`config.mk`:
```
export PLATFORM = sky130hd
export DESIGN_NAME = rmb_ctrl
export DESIGN_NICKNAME = d
export VERILOG_FILES = /design/src/hw/rtl/rmb_pkg.sv /design/src/hw/rtl/rmb_ctrl.sv
export SDC_FILE = /design/constraint.sdc
export NUM_CORES = 1
export LEC_CHECK = 0
export ABC_AREA = 0
export ABC_CLOCK_PERIOD_IN_PS = 1700
export BUFFER_PORTS_ARGS = -buffer_cell sky130_fd_sc_hd__buf_2
export CAP_MARGIN = 20
export CELL_PAD_IN_SITES_DETAIL_PLACEMENT = 0
export CELL_PAD_IN_SITES_GLOBAL_PLACEMENT = 1
export CORE_MARGIN = 2
export CORE_UTILIZATION = 31
export CTS_BUF_LIST = sky130_fd_sc_hd__clkbuf_8
export DETAILED_ROUTE_END_ITERATION = 10
export PLACE_DENSITY_LB_ADDON = 0.1
export SYNTH_ARGS = -nofsm -noshare
export SYNTH_HDL_FRONTEND = slang
export SYNTH_SLANG_ARGS = --single-unit
```
`constraint.sdc`:
```
create_clock -name i_clk -period 1.7 [get_ports i_clk]
set_input_delay 0.255 -clock i_clk [delete_from_list [all_inputs] [get_ports i_clk]]
set_output_delay 0.255 -clock i_clk [all_outputs]
set_load 0.01 [all_outputs]
```
`src/hw/rtl/rmb_pkg.sv`:
```
`default_nettype none

package rmb_pkg;

    // Fixed-point constants of the weight arithmetic.
    localparam int unsigned WEIGHT_W   = 32;
    localparam int unsigned RATE_W     = 16;
    localparam int unsigned AGE_FRAC   = 12;
    localparam logic [31:0] AGE_ONE    = 32'h0001_0000;
    localparam logic [15:0] RATE_RESET = 16'd4116;

    // One input item.
    typedef struct packed {
        logic [11:0] pixel_address;
        logic [7:0]  sample_value;
        logic        frame_end;
    } t_in_item;

    // One result item.
    typedef struct packed {
        logic [11:0] out_address;
        logic [7:0]  background_value;
    } t_out_item;

    // Controller states.
    typedef enum logic [3:0] {
        ST_CLEAR,
        ST_IDLE,
        ST_LOAD,
        ST_UPDATE,
        ST_FETCH,
        ST_UP,
        ST_DOWN,
        ST_DONE,
        ST_AGE_MUL,
        ST_AGE_SAT,
        ST_AGE_ADD
    } t_state;

    // Commands from the controller to the datapath.
    typedef struct packed {
        logic accept;
        logic clear;
        logic load;
        logic update;
        logic up_step;
        logic down_enter;
        logic down_sub;
        logic down_step;
        logic store;
        logic out_load;
        logic age_mul;
        logic age_sat;
        logic age_add;
    } t_dp_cmd;

    // Status from the datapath to the controller.
    typedef struct packed {
        logic clear_done;
        logic addr_ok;
        logic last;
        logic up_cont;
        logic down_start;
        logic down_cont;
    } t_dp_sts;

endpackage

`default_nettype wire

```
`src/hw/rtl/rmb_ctrl.sv`:
```
`default_nettype none

module rmb_ctrl (
    input  wire logic             i_clk,
    input  wire logic             i_rst_n,
    input  wire logic             i_in_valid,
    output logic                  o_in_stall,
    output logic                  o_out_valid,
    input  wire logic             i_out_stall,
    output rmb_pkg::t_dp_cmd      o_cmd,
    input  wire rmb_pkg::t_dp_sts i_sts
);
    import rmb_pkg::*;

    t_state r_state;
    t_state n_state;
    logic   r_out_valid;
    logic   n_out_valid;
    logic   slot_free;

    // The output register can take a result when empty or being drained.
    assign slot_free = !r_out_valid || !i_out_stall;

    // Next state.
    always_comb begin
        n_state = r_state;
        case (r_state)
            ST_CLEAR: begin
                if (i_sts.clear_done) n_state = ST_IDLE;
            end
            ST_IDLE: begin
                if (i_in_valid) n_state = ST_LOAD;
            end
            ST_LOAD: begin
                if (i_sts.addr_ok) n_state = ST_UPDATE;
                else if (i_sts.last) n_state = ST_AGE_MUL;
                else n_state = ST_IDLE;
            end
            ST_UPDATE: n_state = ST_FETCH;
            ST_FETCH:  n_state = ST_UP;
            ST_UP: begin
                if (i_sts.up_cont) n_state = ST_UP;
                else if (i_sts.down_start) n_state = ST_DOWN;
                else n_state = ST_DONE;
            end
            ST_DOWN: begin
                if (!i_sts.down_cont) n_state = ST_DONE;
            end
            ST_DONE: begin
                if (slot_free) n_state = i_sts.last ? ST_AGE_MUL : ST_IDLE;
            end
            ST_AGE_MUL: n_state = ST_AGE_SAT;
            ST_AGE_SAT: n_state = ST_AGE_ADD;
            ST_AGE_ADD: n_state = ST_IDLE;
            default:    n_state = ST_CLEAR;
        endcase
    end

    // Commands and handshake outputs.
    always_comb begin
        o_cmd      = '0;
        o_in_stall = 1'b1;
        case (r_state)
            ST_CLEAR: o_cmd.clear = 1'b1;
            ST_IDLE: begin
                o_in_stall   = 1'b0;
                o_cmd.accept = i_in_valid;
            end
            ST_LOAD:   o_cmd.load = 1'b1;
            ST_UPDATE: o_cmd.update = 1'b1;
            ST_FETCH:  o_cmd = '0;
            ST_UP: begin
                o_cmd.up_step    = i_sts.up_cont;
                o_cmd.down_enter = !i_sts.up_cont && i_sts.down_start;
            end
            ST_DOWN: begin
                o_cmd.down_sub  = 1'b1;
                o_cmd.down_step = i_sts.down_cont;
            end
            ST_DONE: begin
                o_cmd.store    = slot_free;
                o_cmd.out_load = slot_free;
            end
            ST_AGE_MUL: o_cmd.age_mul = 1'b1;
            ST_AGE_SAT: o_cmd.age_sat = 1'b1;
            ST_AGE_ADD: o_cmd.age_add = 1'b1;
            default:    o_cmd = '0;
        endcase
    end

    // Output valid flag.
    always_comb begin
        n_out_valid = r_out_valid;
        if (o_cmd.out_load) begin
            n_out_valid = 1'b1;
        end else if (r_out_valid && !i_out_stall) begin
            n_out_valid = 1'b0;
        end
    end

    always_ff @(posedge i_clk) begin
        if (!i_rst_n) begin
            r_state     <= ST_CLEAR;
            r_out_valid <= 1'b0;
        end else begin
            r_state     <= n_state;
            r_out_valid <= n_out_valid;
        end
    end

    assign o_out_valid = r_out_valid;

endmodule

`default_nettype wire
```
==> results.py <==
metrics = {
    "die": {
        "die_extent_in_x_um": 43.83,
        "core_region_area_um2": 1489,
        "fp-row-count": 14,
        "io_pins": 25,
        "die_y_um": 43.83,
        "dieArea_um2": 1921,
        "start_util": 0.3303,
    },
    "critical_path": {
        "timing.setup.critical_path_class": "register to output pin",
        "cp-start-kind": "register",
        "reg2regPathDepth": 4,
        "path_delay_family": "buffers and inverters",
        "worstPathMaxFanout": 12,
        "crit_path_frequent_cell": "sky130_fd_sc_hd__buf_4",
        "timing.critical_path.to_type": "output pin",
        "critical_path_depth": 5,
        "crit_path_max_incr_delay_ns": 0.37,
        "critical_path_required_time_ns": 1.44,
        "cp.arrival_ns": 1.30,
        "r2r_slack_ns": 0.27,
        "critical_path_buffer_and_inverter_count": 3,
        "slowest_stage_cell_crit_path": "sky130_fd_sc_hd__dfxtp_2",
        "crit_chain": "buf_4, buf_4, nand2b_1, nor3_2, buf_2",
    },
    "detailed_routing": {
        "drc": 0,
        "final_antenna_net_count": 0,
        "route.detailed.wl_per_inst_um": 11.95,
        "drt_first_pass_iters": 2,
        "drt_first_iter_violations": 4,
        "dr_total_vias": 557,
        "total_routed_length_mm": 1.279,
        "detail_route.vias_per_cell": 5.206,
    },
    "power": {
        "cellPowerDensity_nw_per_um2": 746.3,
        "seq_power_share": 0.295,
        "power.net_switching_w": 0.0001450,
        "cellInternalPower_w": 0.0003676,
        "worst_ir_drop_vdd_v": 0.0004612,
        "power.share.switching": 0.2829,
        "power_leakage_nw": 0.3706,
        "clock_power_share": 0.406,
        "portion_of_total_power_attributed_to_combinational_logic": 0.299,
    },
    "cells_and_area": {
        "syn2layout_area_growth_pct": 39.69,
        "finish.net_count": 102,
        "final_common_cell": "sky130_fd_sc_hd__buf_2",
        "fraction_of_layout_instances_using_a_drive_strength_above_1": 0.4396,
        "layout.filler_cells": 157,
        "layout.cells.most_common_list": "24 x sky130_fd_sc_hd__buf_2, 6 x sky130_fd_sc_hd__nor2b_1, 6 x sky130_fd_sc_hd__and3_1",
        "antenna-diode-count": 0,
        "utilization": 0.4613,
    },
    "placed_design": {
        "gp_routability_congestion": 0.7398,
        "port_buffers": 24,
        "hpwl_um": 995.9,
    },
    "timing": {
        "rsz_0062_raised_after_global_routing": "false",
        "timing.clock.skew_ns": 0.0004763,
        "min_period_over_period": 0.9167,
        "actual_transition_at_the_worst_max_transition_pin_ns": 0.3397,
        "sum_neg_setup_slack_ns": 0,
        "final_hold_viol_count": 0,
        "period_needed_ns": 1.558,
        "setup_viol_count_final": 0,
        "maxSlewViolCount": 0,
        "maxClockFrequency_mhz": 641.7,
        "slew_headroom": 0.7732,
    },
    "grt": {
        "pin_count_of_the_biggest_net_entering_global_routing": 15,
        "antenna_found_initial": 0,
        "grt_util_all_layers": 0.1383,
        "grt_overflow_total": 0,
        "wire_length_of_the_first_global_routing_pass_mm": 1.987,
        "first_global_vias": 487,
    },
    "synthesis": {
        "synth.cell_area_um2": 491.7,
        "synth-edff-count": 0,
        "yosys.area.top_type_share": 0.2036,
        "synth-warning-count": 0,
        "ys_top_cells_by_area": "sky130_fd_sc_hd__dfxtp_1 20%, sky130_fd_sc_hd__nor2b_1 8.9%, sky130_fd_sc_hd__and3_1 7.6%, sky130_fd_sc_hd__buf_4 4.6%, sky130_fd_sc_hd__nand2b_1 3.8%",
        "ys_async_sr_fraction": 0,
        "mappedNetlistNets": 74,
        "synthDominantAreaCellType": "sky130_fd_sc_hd__dfxtp_1",
        "sequential_fraction_of_the_synthesis_area": 0.2036,
        "synth_cells": 64,
        "synth_area_per_cell_um2": 7.683,
        "yosys.cell_types.count": 32,
        "synth_top_flop_cell": "sky130_fd_sc_hd__dfxtp_1",
        "yosys_register_bits": 5,
    },
    "clock_tree": {
        "cts_tree": "built",
        "cts-buffers-inserted": 3,
        "cts_post_setup_buffers_inserted": 0,
        "clkSinkCount": 5,
        "clock_tree.buffer_depth": 2,
        "cts-root-buf": "sky130_fd_sc_hd__clkbuf_8",
        "htree_num_levels": 1,
        "clk_pin_slew_ns": 0.03,
        "clock_latency_ns": 0.22,
    },
    "worst_hold_path": {
        "worstHoldPathType": "input pin to register",
        "hold_path_depth": 2,
    },
    "outcome": {
        "status": "finished, final reports clean",
    },
    "job": {
        "maxCapViolCount": 0,
    },
}
## stage by stage
step | cell area, um^2 | setup slack (ns) | total power [W] | hold slack, ns | cells
floorplan | 491.7 | 0.3060 | 0.0002465 | 0.3832 | 64
global placement | 631.9 | 0.2216 | 0.0003014 | 0.5103 | 103
detailed placement | 631.9 | 0.2057 | 0.0003020 | 0.5050 | 103
CTS | 679.4 | 0.02066 | 0.0005173 | 0.3003 | 107
global route | 686.9 | 0.03255 | 0.0005548 | 0.3144 | 107
finish | 686.9 | 0.1415 | 0.0005126 | 0.2987 | 107
## power groups by stage
stage	registers [W]	logic, W	clock network [W]
final	0.000151	0.000153	0.000208
after CTS	0.000149	0.000154	0.000215
after detailed placement	0.000150	0.000152	0
after floorplan	0.000136	0.000110	0
after global placement	0.000149	0.000152	0
after global routing	0.000153	0.000171	0.000231
## Yosys cell counts, drive strengths merged (2+ instances only)
cell type  number
nor2b           7
a21boi          2
nand2           3
o21ai           2
nor3            3
a21oi           3
buf             6
and2            2
nor2            3
dfxtp           5
nand2b          3
and3            6
## metal layers
| metal | GRT usage | vias to the layer above | part of all wire |
|---|---|---|---|
| met4 | 0.09091 | 0 | 0.013 |
| met3 | 0.02917 | 2 | 0.084 |
| li1 | - | 287 | - |
| met1 | 0.1830 | 249 | 0.48 |
| met5 | 0 | - | 0 |
| met2 | 0.2000 | 19 | 0.43 |
## sequential cells by signal, summed over array words and instances, names as in the netlist
register and cells:
r_state 4, o_out_valid 1
## cell type report
type / instances / area [um^2] / area share
well taps: 16 / 20.02 / 0.02914
repair buffers: 29 / 157.7 / 0.2295
multi-input cells: 52 / 357.8 / 0.5209
clock buffers: 3 / 41.29 / 0.06011
inverters: 1 / 3.754 / 0.005464
flip-flops and latches: 5 / 102.6 / 0.1494
clock inverters: 1 / 3.754 / 0.005464
## path summary, 6_finish.rpt
kind / from / end
setup / recovery: r_state[0] / o_cmd[10]
hold / removal: i_rst_n / r_state[1]
setup reg to reg: r_state[2] / r_state[0]
hold reg to reg: o_out_valid / o_out_valid
## timing repair
action,CTS,global route
hold buffers,0,0
gates resized for setup,1,3
setup endpoints to repair,3,10
## worst reg2reg max path, stage by stage (launching register included)
cell and delay, ns:
sky130_fd_sc_hd__dfxtp_1 0.38, sky130_fd_sc_hd__mux2_4 0.31, sky130_fd_sc_hd__o32a_1 0.29, sky130_fd_sc_hd__a211o_1 0.26, sky130_fd_sc_hd__a21boi_1 0.11
## cells by family after synthesis
family	count (synthesis)	share of synthesized area
AND/OR/NAND/NOR	35	0.4351
AO/OA/AOI/OAI	15	0.2265
buffers and inverters	7	0.08395
flip-flops	5	0.2036
multiplexers	2	0.05088
Note: power is estimated with default switching activity, not from simulation.
